--- config.mk ---
export PLATFORM = sky130hd
export DESIGN_NAME = source_byte_tokenizer
export DESIGN_NICKNAME = d
export VERILOG_FILES = /design/src/rtl/sbt_pkg.sv /design/src/rtl/sbt_scanner.sv /design/src/rtl/sbt_res_fifo.sv /design/src/rtl/source_byte_tokenizer.sv
export SDC_FILE = /design/constraint.sdc
export NUM_CORES = 1
export LEC_CHECK = 0
export CAP_MARGIN = 5
export CORE_MARGIN = 4
export CORE_UTILIZATION = 48
export DETAILED_ROUTE_END_ITERATION = 16
export DONT_BUFFER_PORTS = 1
export GPL_TIMING_DRIVEN = 1
export HOLD_SLACK_MARGIN = 0.02
export PLACE_DENSITY = 0.67
export SYNTH_ARGS = -nofsm -noshare
export SYNTH_HDL_FRONTEND = slang
export SYNTH_SLANG_ARGS = --single-unit
--- constraint.sdc ---
create_clock -name clk_i -period 10.39 [get_ports clk_i]
set_input_delay 2.078 -clock clk_i [delete_from_list [all_inputs] [get_ports clk_i]]
set_output_delay 2.078 -clock clk_i [all_outputs]
set_load 0.005 [all_outputs]
--- src/rtl/sbt_pkg.sv ---
// shared types, constants and keyword tables of the source byte tokenizer
`default_nettype none

package sbt_pkg;

  localparam int unsigned PositionBitsDef = 16;
  localparam int unsigned FifoDepth       = 2;
  localparam logic [15:0] LenMax          = 16'hFFFF;
  localparam logic [15:0] LineMax         = 16'hFFFF;

  typedef enum logic [2:0] {
    MODE_IDLE  = 3'd0,
    MODE_NUM   = 3'd1,
    MODE_IDENT = 3'd2,
    MODE_C3    = 3'd3,
    MODE_C2    = 3'd4
  } scan_mode_e;

  typedef enum logic [4:0] {
    TK_LPAREN    = 5'd0,
    TK_RPAREN    = 5'd1,
    TK_LBRACE    = 5'd2,
    TK_RBRACE    = 5'd3,
    TK_SEMI      = 5'd4,
    TK_DOT       = 5'd5,
    TK_PLUS      = 5'd6,
    TK_MINUS     = 5'd7,
    TK_ASSIGN    = 5'd8,
    TK_MULTIPLY  = 5'd9,
    TK_DIVIDE    = 5'd10,
    TK_POWER     = 5'd11,
    TK_NUMBER    = 5'd12,
    TK_IDENT     = 5'd13,
    TK_SUBJECT   = 5'd14,
    TK_FONKSIYON = 5'd15,
    TK_DEGISKEN  = 5'd16,
    TK_DON       = 5'd17,
    TK_EOF       = 5'd18,
    TK_ERROR     = 5'd19
  } token_kind_e;

  // one token, kind in the low bits
  typedef struct packed {
    logic [15:0] line;
    logic [15:0] length;
    logic [15:0] start;
    token_kind_e kind;
  } token_t;

  // all tokens caused by one request
  typedef struct packed {
    logic   two;
    token_t first;
    token_t second;
  } token_pair_t;

  localparam logic [7:0] ByteLead2  = 8'hC2;
  localparam logic [7:0] ByteLead3  = 8'hC3;
  localparam logic [7:0] ByteDivide = 8'hB7;
  localparam logic [7:0] BytePow1   = 8'hB9;
  localparam logic [7:0] BytePow2   = 8'hB2;
  localparam logic [7:0] BytePow3   = 8'hB3;

  function automatic logic [15:0] kw_len(input logic [1:0] k);
    case (k)
      2'd0:    kw_len = 16'd7;
      2'd1:    kw_len = 16'd9;
      2'd2:    kw_len = 16'd8;
      default: kw_len = 16'd3;
    endcase
  endfunction

  function automatic token_kind_e kw_kind(input logic [1:0] k);
    case (k)
      2'd0:    kw_kind = TK_SUBJECT;
      2'd1:    kw_kind = TK_FONKSIYON;
      2'd2:    kw_kind = TK_DEGISKEN;
      default: kw_kind = TK_DON;
    endcase
  endfunction

  function automatic logic [7:0] kw_char(input logic [1:0] k, input logic [3:0] idx);
    logic [7:0] c;
    c = 8'h00;
    case (k)
      2'd0: begin
        case (idx)
          4'd0: c = "s"; 4'd1: c = "u"; 4'd2: c = "b"; 4'd3: c = "j";
          4'd4: c = "e"; 4'd5: c = "c"; 4'd6: c = "t";
          default: c = 8'h00;
        endcase
      end
      2'd1: begin
        case (idx)
          4'd0: c = "f"; 4'd1: c = "o"; 4'd2: c = "n"; 4'd3: c = "k";
          4'd4: c = "s"; 4'd5: c = "i"; 4'd6: c = "y"; 4'd7: c = "o";
          4'd8: c = "n";
          default: c = 8'h00;
        endcase
      end
      2'd2: begin
        case (idx)
          4'd0: c = "d"; 4'd1: c = "e"; 4'd2: c = "g"; 4'd3: c = "i";
          4'd4: c = "s"; 4'd5: c = "k"; 4'd6: c = "e"; 4'd7: c = "n";
          default: c = 8'h00;
        endcase
      end
      default: begin
        case (idx)
          4'd0: c = "d"; 4'd1: c = "o"; 4'd2: c = "n";
          default: c = 8'h00;
        endcase
      end
    endcase
    return c;
  endfunction

  // keyword k still matches when byte b lands at offset idx
  function automatic logic kw_hit(input logic [1:0] k, input logic [15:0] idx,
                                  input logic [7:0] b);
    logic hit;
    hit = 1'b0;
    if (idx < kw_len(k)) begin
      hit = (kw_char(k, idx[3:0]) == b);
    end
    return hit;
  endfunction

  function automatic logic [15:0] sat_inc(input logic [15:0] v);
    return (v == LenMax) ? v : v + 16'd1;
  endfunction

endpackage

`default_nettype wire

--- src/rtl/sbt_scanner.sv ---
// scan state and per-byte token logic of the source byte tokenizer
`default_nettype none

module sbt_scanner import sbt_pkg::*; #(
  parameter int unsigned PositionBits = PositionBitsDef
) (
  input  wire logic        clk_i,
  input  wire logic        rst_ni,
  input  wire logic        en_i,
  input  wire logic        op_i,
  input  wire logic [7:0]  byte_i,
  output token_pair_t      pair_o,
  output logic             pair_valid_o
);

  scan_mode_e              mode_q, mode_d;
  logic [PositionBits-1:0] pos_q, pos_d;
  logic [PositionBits-1:0] pstart_q, pstart_d;
  logic [15:0]             plen_q, plen_d;
  logic [15:0]             line_q, line_d;
  logic [3:0]              kalive_q, kalive_d;

  always_comb begin
    logic        is_dig;
    logic        is_alp;
    logic        fl_v;
    logic        sc_v;
    token_t      fl_r;
    token_t      sc_r;
    logic        do_fresh;
    logic [15:0] here16;

    is_dig   = (byte_i >= "0") && (byte_i <= "9");
    is_alp   = ((byte_i >= "A") && (byte_i <= "Z")) || ((byte_i >= "a") && (byte_i <= "z"));
    here16   = 16'(pos_q);
    mode_d   = mode_q;
    pos_d    = pos_q;
    pstart_d = pstart_q;
    plen_d   = plen_q;
    line_d   = line_q;
    kalive_d = kalive_q;
    do_fresh = 1'b0;

    // pending token as it would be flushed
    fl_v        = 1'b0;
    fl_r.line   = line_q;
    fl_r.start  = 16'(pstart_q);
    fl_r.length = plen_q;
    fl_r.kind   = TK_IDENT;
    case (mode_q)
      MODE_NUM: begin
        fl_v      = 1'b1;
        fl_r.kind = TK_NUMBER;
      end
      MODE_IDENT: begin
        fl_v = 1'b1;
        for (int k = 0; k < 4; k++) begin
          if (kalive_q[k] && (plen_q == kw_len(2'(k)))) begin
            fl_r.kind = kw_kind(2'(k));
          end
        end
      end
      MODE_C3, MODE_C2: begin
        fl_v        = 1'b1;
        fl_r.kind   = TK_ERROR;
        fl_r.length = 16'd1;
      end
      default: fl_v = 1'b0;
    endcase

    sc_v        = 1'b0;
    sc_r.line   = line_q;
    sc_r.start  = here16;
    sc_r.length = 16'd1;
    sc_r.kind   = TK_ERROR;

    if (op_i) begin
      sc_v        = 1'b1;
      sc_r.kind   = TK_EOF;
      sc_r.length = 16'd0;
      mode_d      = MODE_IDLE;
      plen_d      = 16'd0;
      kalive_d    = 4'hF;
    end else begin
      pos_d = pos_q + 1'b1;
      if ((mode_q == MODE_NUM) && is_dig) begin
        fl_v   = 1'b0;
        plen_d = sat_inc(plen_q);
      end else if ((mode_q == MODE_IDENT) && (is_dig || is_alp)) begin
        fl_v = 1'b0;
        for (int k = 0; k < 4; k++) begin
          kalive_d[k] = kalive_q[k] & kw_hit(2'(k), plen_q, byte_i);
        end
        plen_d = sat_inc(plen_q);
      end else if ((mode_q == MODE_C3) && (byte_i == ByteDivide)) begin
        fl_v        = 1'b1;
        fl_r.kind   = TK_DIVIDE;
        fl_r.length = 16'd2;
        mode_d      = MODE_IDLE;
        plen_d      = 16'd0;
        kalive_d    = 4'hF;
      end else if ((mode_q == MODE_C2) &&
                   ((byte_i == BytePow1) || (byte_i == BytePow2) || (byte_i == BytePow3))) begin
        fl_v        = 1'b1;
        fl_r.kind   = TK_POWER;
        fl_r.length = 16'd2;
        mode_d      = MODE_IDLE;
        plen_d      = 16'd0;
        kalive_d    = 4'hF;
      end else begin
        do_fresh = 1'b1;
        mode_d   = MODE_IDLE;
        plen_d   = 16'd0;
        kalive_d = 4'hF;
      end
    end

    if (do_fresh) begin
      case (byte_i)
        "(": begin sc_v = 1'b1; sc_r.kind = TK_LPAREN;   end
        ")": begin sc_v = 1'b1; sc_r.kind = TK_RPAREN;   end
        "{": begin sc_v = 1'b1; sc_r.kind = TK_LBRACE;   end
        "}": begin sc_v = 1'b1; sc_r.kind = TK_RBRACE;   end
        ";": begin sc_v = 1'b1; sc_r.kind = TK_SEMI;     end
        ".": begin sc_v = 1'b1; sc_r.kind = TK_DOT;      end
        "+": begin sc_v = 1'b1; sc_r.kind = TK_PLUS;     end
        "-": begin sc_v = 1'b1; sc_r.kind = TK_MINUS;    end
        "=": begin sc_v = 1'b1; sc_r.kind = TK_ASSIGN;   end
        "x": begin sc_v = 1'b1; sc_r.kind = TK_MULTIPLY; end
        8'h20, 8'h0D, 8'h09: sc_v = 1'b0;
        8'h0A: begin
          if (line_q != LineMax) begin
            line_d = line_q + 16'd1;
          end
        end
        default: begin
          if (is_dig) begin
            mode_d   = MODE_NUM;
            pstart_d = pos_q;
            plen_d   = 16'd1;
          end else if (is_alp) begin
            mode_d   = MODE_IDENT;
            pstart_d = pos_q;
            plen_d   = 16'd1;
            for (int k = 0; k < 4; k++) begin
              kalive_d[k] = kw_hit(2'(k), 16'd0, byte_i);
            end
          end else if ((byte_i == ByteLead3) || (byte_i == ByteLead2)) begin
            mode_d   = (byte_i == ByteLead3) ? MODE_C3 : MODE_C2;
            pstart_d = pos_q;
            plen_d   = 16'd1;
          end else begin
            sc_v = 1'b1;
          end
        end
      endcase
    end

    // pack so that the flushed token goes out first
    pair_valid_o = fl_v | sc_v;
    if (fl_v) begin
      pair_o.two    = sc_v;
      pair_o.first  = fl_r;
      pair_o.second = sc_r;
    end else begin
      pair_o.two    = 1'b0;
      pair_o.first  = sc_r;
      pair_o.second = sc_r;
    end
  end

  always_ff @(posedge clk_i or negedge rst_ni) begin
    if (!rst_ni) begin
      mode_q   <= MODE_IDLE;
      pos_q    <= '0;
      pstart_q <= '0;
      plen_q   <= 16'd0;
      line_q   <= 16'd1;
      kalive_q <= 4'hF;
    end else if (en_i) begin
      mode_q   <= mode_d;
      pos_q    <= pos_d;
      pstart_q <= pstart_d;
      plen_q   <= plen_d;
      line_q   <= line_d;
      kalive_q <= kalive_d;
    end
  end

  a_line_nonzero: assert property (@(posedge clk_i) disable iff (!rst_ni) line_q != 16'd0)
    else $error("line count reached zero");

  a_eof_holds_pos: assert property (@(posedge clk_i) disable iff (!rst_ni)
    en_i && op_i |=> $stable(pos_q))
    else $error("end of source moved the byte position");

endmodule

`default_nettype wire

--- src/rtl/sbt_res_fifo.sv ---
// token pair queue and serializer onto the output stream
`default_nettype none

module sbt_res_fifo import sbt_pkg::*; (
  input  wire logic         clk_i,
  input  wire logic         rst_ni,
  input  wire logic         wr_valid_i,
  input  wire token_pair_t  wr_pair_i,
  output logic              wr_ready_o,
  output logic              m_valid_o,
  input  wire logic         m_ready_i,
  output token_t            m_token_o,
  output logic              m_last_o
);

  localparam int unsigned PtrBits = $clog2(FifoDepth);
  localparam int unsigned CntBits = $clog2(FifoDepth + 1);

  token_pair_t        mem_q [FifoDepth];
  logic [PtrBits-1:0] wr_ptr_q, rd_ptr_q;
  logic [CntBits-1:0] count_q;
  logic               sub_q;
  token_pair_t        head;
  logic               push, pop_tok, pop_entry;

  assign head       = mem_q[rd_ptr_q];
  assign wr_ready_o = (count_q != CntBits'(FifoDepth));
  assign push       = wr_valid_i & wr_ready_o;
  assign m_valid_o  = (count_q != '0);
  assign m_token_o  = sub_q ? head.second : head.first;
  assign m_last_o   = sub_q | ~head.two;
  assign pop_tok    = m_valid_o & m_ready_i;
  assign pop_entry  = pop_tok & m_last_o;

  always_ff @(posedge clk_i) begin
    if (push) begin
      mem_q[wr_ptr_q] <= wr_pair_i;
    end
  end

  always_ff @(posedge clk_i or negedge rst_ni) begin
    if (!rst_ni) begin
      wr_ptr_q <= '0;
      rd_ptr_q <= '0;
      count_q  <= '0;
      sub_q    <= 1'b0;
    end else begin
      if (push) begin
        wr_ptr_q <= (wr_ptr_q == PtrBits'(FifoDepth - 1)) ? '0 : wr_ptr_q + 1'b1;
      end
      if (pop_entry) begin
        rd_ptr_q <= (rd_ptr_q == PtrBits'(FifoDepth - 1)) ? '0 : rd_ptr_q + 1'b1;
      end
      case ({push, pop_entry})
        2'b10:   count_q <= count_q + 1'b1;
        2'b01:   count_q <= count_q - 1'b1;
        default: count_q <= count_q;
      endcase
      if (pop_tok) begin
        sub_q <= ~m_last_o;
      end
    end
  end

  a_count_bound: assert property (@(posedge clk_i) disable iff (!rst_ni)
    count_q <= CntBits'(FifoDepth))
    else $error("queue count over depth");

  a_second_has_pair: assert property (@(posedge clk_i) disable iff (!rst_ni)
    sub_q |-> (m_valid_o && head.two))
    else $error("second token selected from a single-token entry");

  a_no_write_full: assert property (@(posedge clk_i) disable iff (!rst_ni)
    wr_valid_i && (count_q == CntBits'(FifoDepth)) |=> $stable(wr_ptr_q))
    else $error("write pointer moved while full");

endmodule

`default_nettype wire

--- src/rtl/source_byte_tokenizer.sv ---
// top level of the source byte tokenizer: request register, scanner, token queue
// path: a token passes the request register and then the queue before it leaves
// throughput: one request per cycle if the queue has room; two-token requests hold the output
// a request that yields no token still passes through the request register
// the 2-entry token queue lets requests continue while a token waits to be taken
// reset: scan idle, byte position 0, line 1, queue empty
`default_nettype none

module source_byte_tokenizer import sbt_pkg::*; #(
  parameter int unsigned PositionBits = PositionBitsDef
) (
  input  wire logic        clk_i,
  input  wire logic        rst_ni,
  input  wire logic        s_axis_tvalid_i,
  output logic             s_axis_tready_o,
  input  wire logic [7:0]  s_axis_tdata_i,   // [7:0] source_byte
  input  wire logic        s_axis_tuser_i,   // [0] operation
  output logic             m_axis_tvalid_o,
  input  wire logic        m_axis_tready_i,
  output logic [55:0]      m_axis_tdata_o,   // [4:0] kind, [20:5] start, [36:21] length,
                                             // [52:37] line, [55:53] zero
  output logic             m_axis_tlast_o    // last_of_run
);

  logic        req_valid_q;
  logic        req_op_q;
  logic [7:0]  req_byte_q;
  logic        consume;
  logic        fifo_ready;
  logic        pair_valid;
  token_pair_t pair;
  token_t      out_tok;

  assign consume         = req_valid_q & fifo_ready;
  assign s_axis_tready_o = ~req_valid_q | consume;

  always_ff @(posedge clk_i or negedge rst_ni) begin
    if (!rst_ni) begin
      req_valid_q <= 1'b0;
    end else if (s_axis_tready_o) begin
      req_valid_q <= s_axis_tvalid_i;
    end
  end

  always_ff @(posedge clk_i) begin
    if (s_axis_tready_o && s_axis_tvalid_i) begin
      req_op_q   <= s_axis_tuser_i;
      req_byte_q <= s_axis_tdata_i;
    end
  end

  sbt_scanner #(
    .PositionBits(PositionBits)
  ) u_scanner (
    .clk_i       (clk_i),
    .rst_ni      (rst_ni),
    .en_i        (consume),
    .op_i        (req_op_q),
    .byte_i      (req_byte_q),
    .pair_o      (pair),
    .pair_valid_o(pair_valid)
  );

  sbt_res_fifo u_res_fifo (
    .clk_i     (clk_i),
    .rst_ni    (rst_ni),
    .wr_valid_i(consume & pair_valid),
    .wr_pair_i (pair),
    .wr_ready_o(fifo_ready),
    .m_valid_o (m_axis_tvalid_o),
    .m_ready_i (m_axis_tready_i),
    .m_token_o (out_tok),
    .m_last_o  (m_axis_tlast_o)
  );

  assign m_axis_tdata_o = {3'b000, out_tok};

endmodule

`default_nettype wire

==> metrics list <==
- Number of levels in the clock H-tree: 1
- Depth of the worst register-to-register path: 7
- Ys Warns: 0
* Top layer reached by signal wires: met4
- Floorplan Core Area: 22800 µm²
* Post-synthesis area per instance: ~13 µm²
- Final routed DRC violation total: 0
- The floorplan step set the die width to between 150 and 200 µm.
- Hold timing on the final database bottoms out at a slack of 0.501 ns.
- Wire length of the first global-routing pass: about 37000 µm
- For this design the static power due to leakage is between 4 and 5 nW.
- Max Cap Violations: 0
* Most common cell in the netlist: edfxtp_1
- Maximum number of buffers from clock root to sink: 3
- The count of cells in the finished layout, fillers not included, comes to around 1.2k.
- Antenna diode instance count: 0
- Entering global routing, the biggest net connects 78 pins.
- Final layout net count: ~870
- Max-slew violations: 0
- Setup repair after global routing left no endpoint under its margin.
- Dividing total power by cell area gives a power density of approximately 260 nW/µm².
- Buffer count from post-CTS setup fixing: 0
- Synth area leaders: edfxtp_1 43%, dfrtp_1 16%, mux2_2 5.2%
* Critical Path, Cell by Cell: mux4_2
- Routed vias: about 7k
* Share of final-layout standard cells stronger than drive strength 1: between 10% and 20%
- For this run, the total global-route usage over all layers was measured as 17.5%.
- Peak per-stage delay on the critical path: ~1.1 ns
- In this run the critical register-to-register path is launched from req_byte_q[1].
- Summed over all nets, wire length on met2 after detailed routing comes to 10800 µm.
* Hold-fix buffers at CTS: 0
- The synthesized design contains around 160 enable-type register cells.
* Slew at the pin closest to its max-slew limit: between 1 and 1.5 ns
* Worst skew pair latency: ~0.53 ns
- Peak supply drop: ~0.17 mV
- The number of different library cells used by synthesis comes to 75.
* Share of the core filled with cells in the final layout: 53.7%
- The worst hold path begins at u_scanner.pstart_q[3].
- After clock tree synthesis, the clock-pin slew on the worst setup and hold paths is 0.06 ns.
- Worst hold path cell count: 1
* Layout-stage area growth over the synthesis result: 9.74%
- The total count of hold-check failures in the final report is 0.
- Cell area after synthesis: between 10000 and 15000 µm²
- Type of destination of the critical path: output port
- Number of input and output port buffers inserted: 0
- Counting I/O delays and the setup requirement, the final critical path takes approximately 4.3 ns.
- After detailed routing, the wire length on met1 is roughly 10000 µm.
- The pre-antenna-repair detailed-routing pass consisted of 5 iterations.
* Part of the Yosys area used for sequential elements: 60.7%
* Number of logic stages on the critical path including buffering: 1
- In this run, synthesis produced a sequential element count of between 200 and 250.
* Met3 wirelength from detailed routing: about 1100 µm
- Initial DRC Count: 479
- The synthesized design devotes to its leading area cell type roughly 43% of total area.
- For this configuration, the core starts out at a cell density of approximately half.
- Largest area contributor in the synthesized netlist: edfxtp_1
- Total instance count after detailed placement: 1130
- During I/O placement, the number of pins put on the boundary was 72.
* Crit path from: u_res_fifo.rd_ptr_q
* Floorplan die area: 25700 µm²
- For the worst setup path, the data required time is around 8.3 ns.
* Classification of the worst-slack hold path: flip-flop to flip-flop
* Most used flip-flop cell after synthesis: edfxtp_1
- Final RePlAce weighted congestion: 0.893
- Gates resized during post-CTS repair numbered 0.
- Clock tree synthesis found a total of 238 sinks.
- Slew Limit Headroom: 28.1%
- CP Class: flip-flop to output port
- Setup clock skew after layout: roughly 0.008 ns
* Result of the run: finished, final reports clean
* Part of the cycle the worst path needs: 41.7%
* Remaining global-route overflow: 0
- Highest achievable clock rate: ~230 MHz
* Post-detail-place hpwl: ~15000 µm
- On the critical path, the stage with the largest delay is an instance of dfrtp_4.
- Num rows: 55
* Total setup violations reported at the end of the flow: 0
- Final routed wirelength across all metal layers: about 23000 µm
- Grouping stages by cell kind, the critical path spends the most delay in flip-flops.
- Number of global-route vias before repair: approximately 6.7k
- Counting both buffers and inverters, the worst setup path holds a total of 0.
- The commonest cells after synthesis are 161 x edfxtp_1, 72 x dfrtp_1, 67 x nor2_1, 51 x mux2_2, 44 x nand2_1.
* Share of async-settable or async-resettable flops after synthesis: approximately 32%
* Routed len/inst: ~19 µm
- STA puts the critical path data arrival time at between 2 and 2.5 ns.
* Remaining antenna violation count after routing: 0
- Crit path max fanout: 55
* Syn Inst Count: about 860
* Number of antenna violations at the first check in global routing: 0
- Number of fill cells in the layout: approximately 1.9k
- Clock buffer count from CTS: 25
- Total negative slack for setup checks: 0 ns
- TritonCTS built the clock tree.
* Master cell of the clock root buffer: clkbuf_16
* Vias per inst: just under 6
* CP Launch Type: flip-flop
- Measured along the y axis, the die boundary spans 160 µm.
metrics by stage:
step / total power, mW / area (µm²) / setup slack (ns)
6_report: 3.21 / 12200 / 6.06
4_1_cts: 3.25 / 12200 / 5.99
3_5_place_dp: 2.33 / 11400 / 6.43
5_1_grt: 3.39 / 12200 / 5.90
3_3_place_gp: 2.31 / 11400 / 6.55
2_1_floorplan: 2.13 / 11200 / 2.79
cells in the final DEF, fill, tap and decap left out, types with 4 or more instances in the layout:
master	count
nand3b_1	6
o31ai_1	5
clkbuf_1	4
dfrtp_1	71
buf_4	5
nand2_1	44
o21ai_0	27
nor2b_1	10
edfxtp_1	161
a31oi_1	9
a21o_1	4
xnor2_1	25
ha_1	8
inv_1	21
dfstp_2	5
a21oi_1	29
nor2_1	67
clkinv_1	6
xor2_1	23
or4_1	8
mux2i_1	22
nand2b_1	8
or3_1	4
and3_1	7
mux4_2	22
nand4_1	14
nor4_1	10
o21ai_1	5
bufinv_16	4
mux2_2	51
nand3_1	31
a22o_1	4
or2_2	5
a211oi_1	4
clkbuf_16	25
and2_1	23
nor3_1	18
layer usage:
layer | vias up | track usage (%)
met5 | - | 0
met4 | 0 | 3.75
met3 | 33 | 3.18
met2 | 178 | 28.5
met1 | 3421 | 24.8
li1 | 3194 | -
power by group:
part	internal, mW	switching [mW]	leakage, nW
combinational	0.340	0.459	1.57
sequential	1.32	0.176	2.53
clock	0.564	0.354	0.418
total	2.22	0.989	4.51
state kept, by name (all words and copies together), names as in the netlist, 2 cells and up:
signal	cells
u_scanner.line_q	16
u_scanner.pos_q	16
u_scanner.pstart_q	16
u_res_fifo.mem_q	152
u_scanner.plen_q	16
u_scanner.kalive_q	4
u_scanner.mode_q	3
u_res_fifo.count_q	2
req_byte_q	8
cell families (layout without fill, tap and decap cells):
kind of cell               Yosys count  count (layout)  share of synthesized area, %
AOI/OAI and AO/OA                  124             124                          7.36
adders and majority gates            8               8                         0.898
other                                1               3                        0.0336
muxes                               95              95                          11.6
and+or+nand+nor                    274             274                          12.9
buffers and inverters               70              73                          2.79
DFF                                238             238                          60.7
xor gates and xnor gates            48              48                          3.77
path summary, 6_finish.rpt:
path,to,slack (ns)
max,m_axis_tdata_o[18],6.06
min,u_scanner.pstart_q[3],0.50
max in group asynchronous,u_scanner.line_q[0],8.92
min in group asynchronous,u_scanner.plen_q[11],1.24
max reg2reg,u_res_fifo.mem_q[0][54],6.39
min reg2reg,u_scanner.pstart_q[3],0.50
final cells by class:
cell class	count	area (µm²)	share of cell area, %
Clock buffer	32	682	5.57
Clock inverter	14	180	1.47
Inverter	22	85.1	0.695
Multi-Input combinational cell	552	4090	33.4
Sequential cell	238	6770	55.3
Tap cell	313	392	3.20
Timing Repair Buffer	5	37.5	0.307
Power figures use the tool's default switching activity.
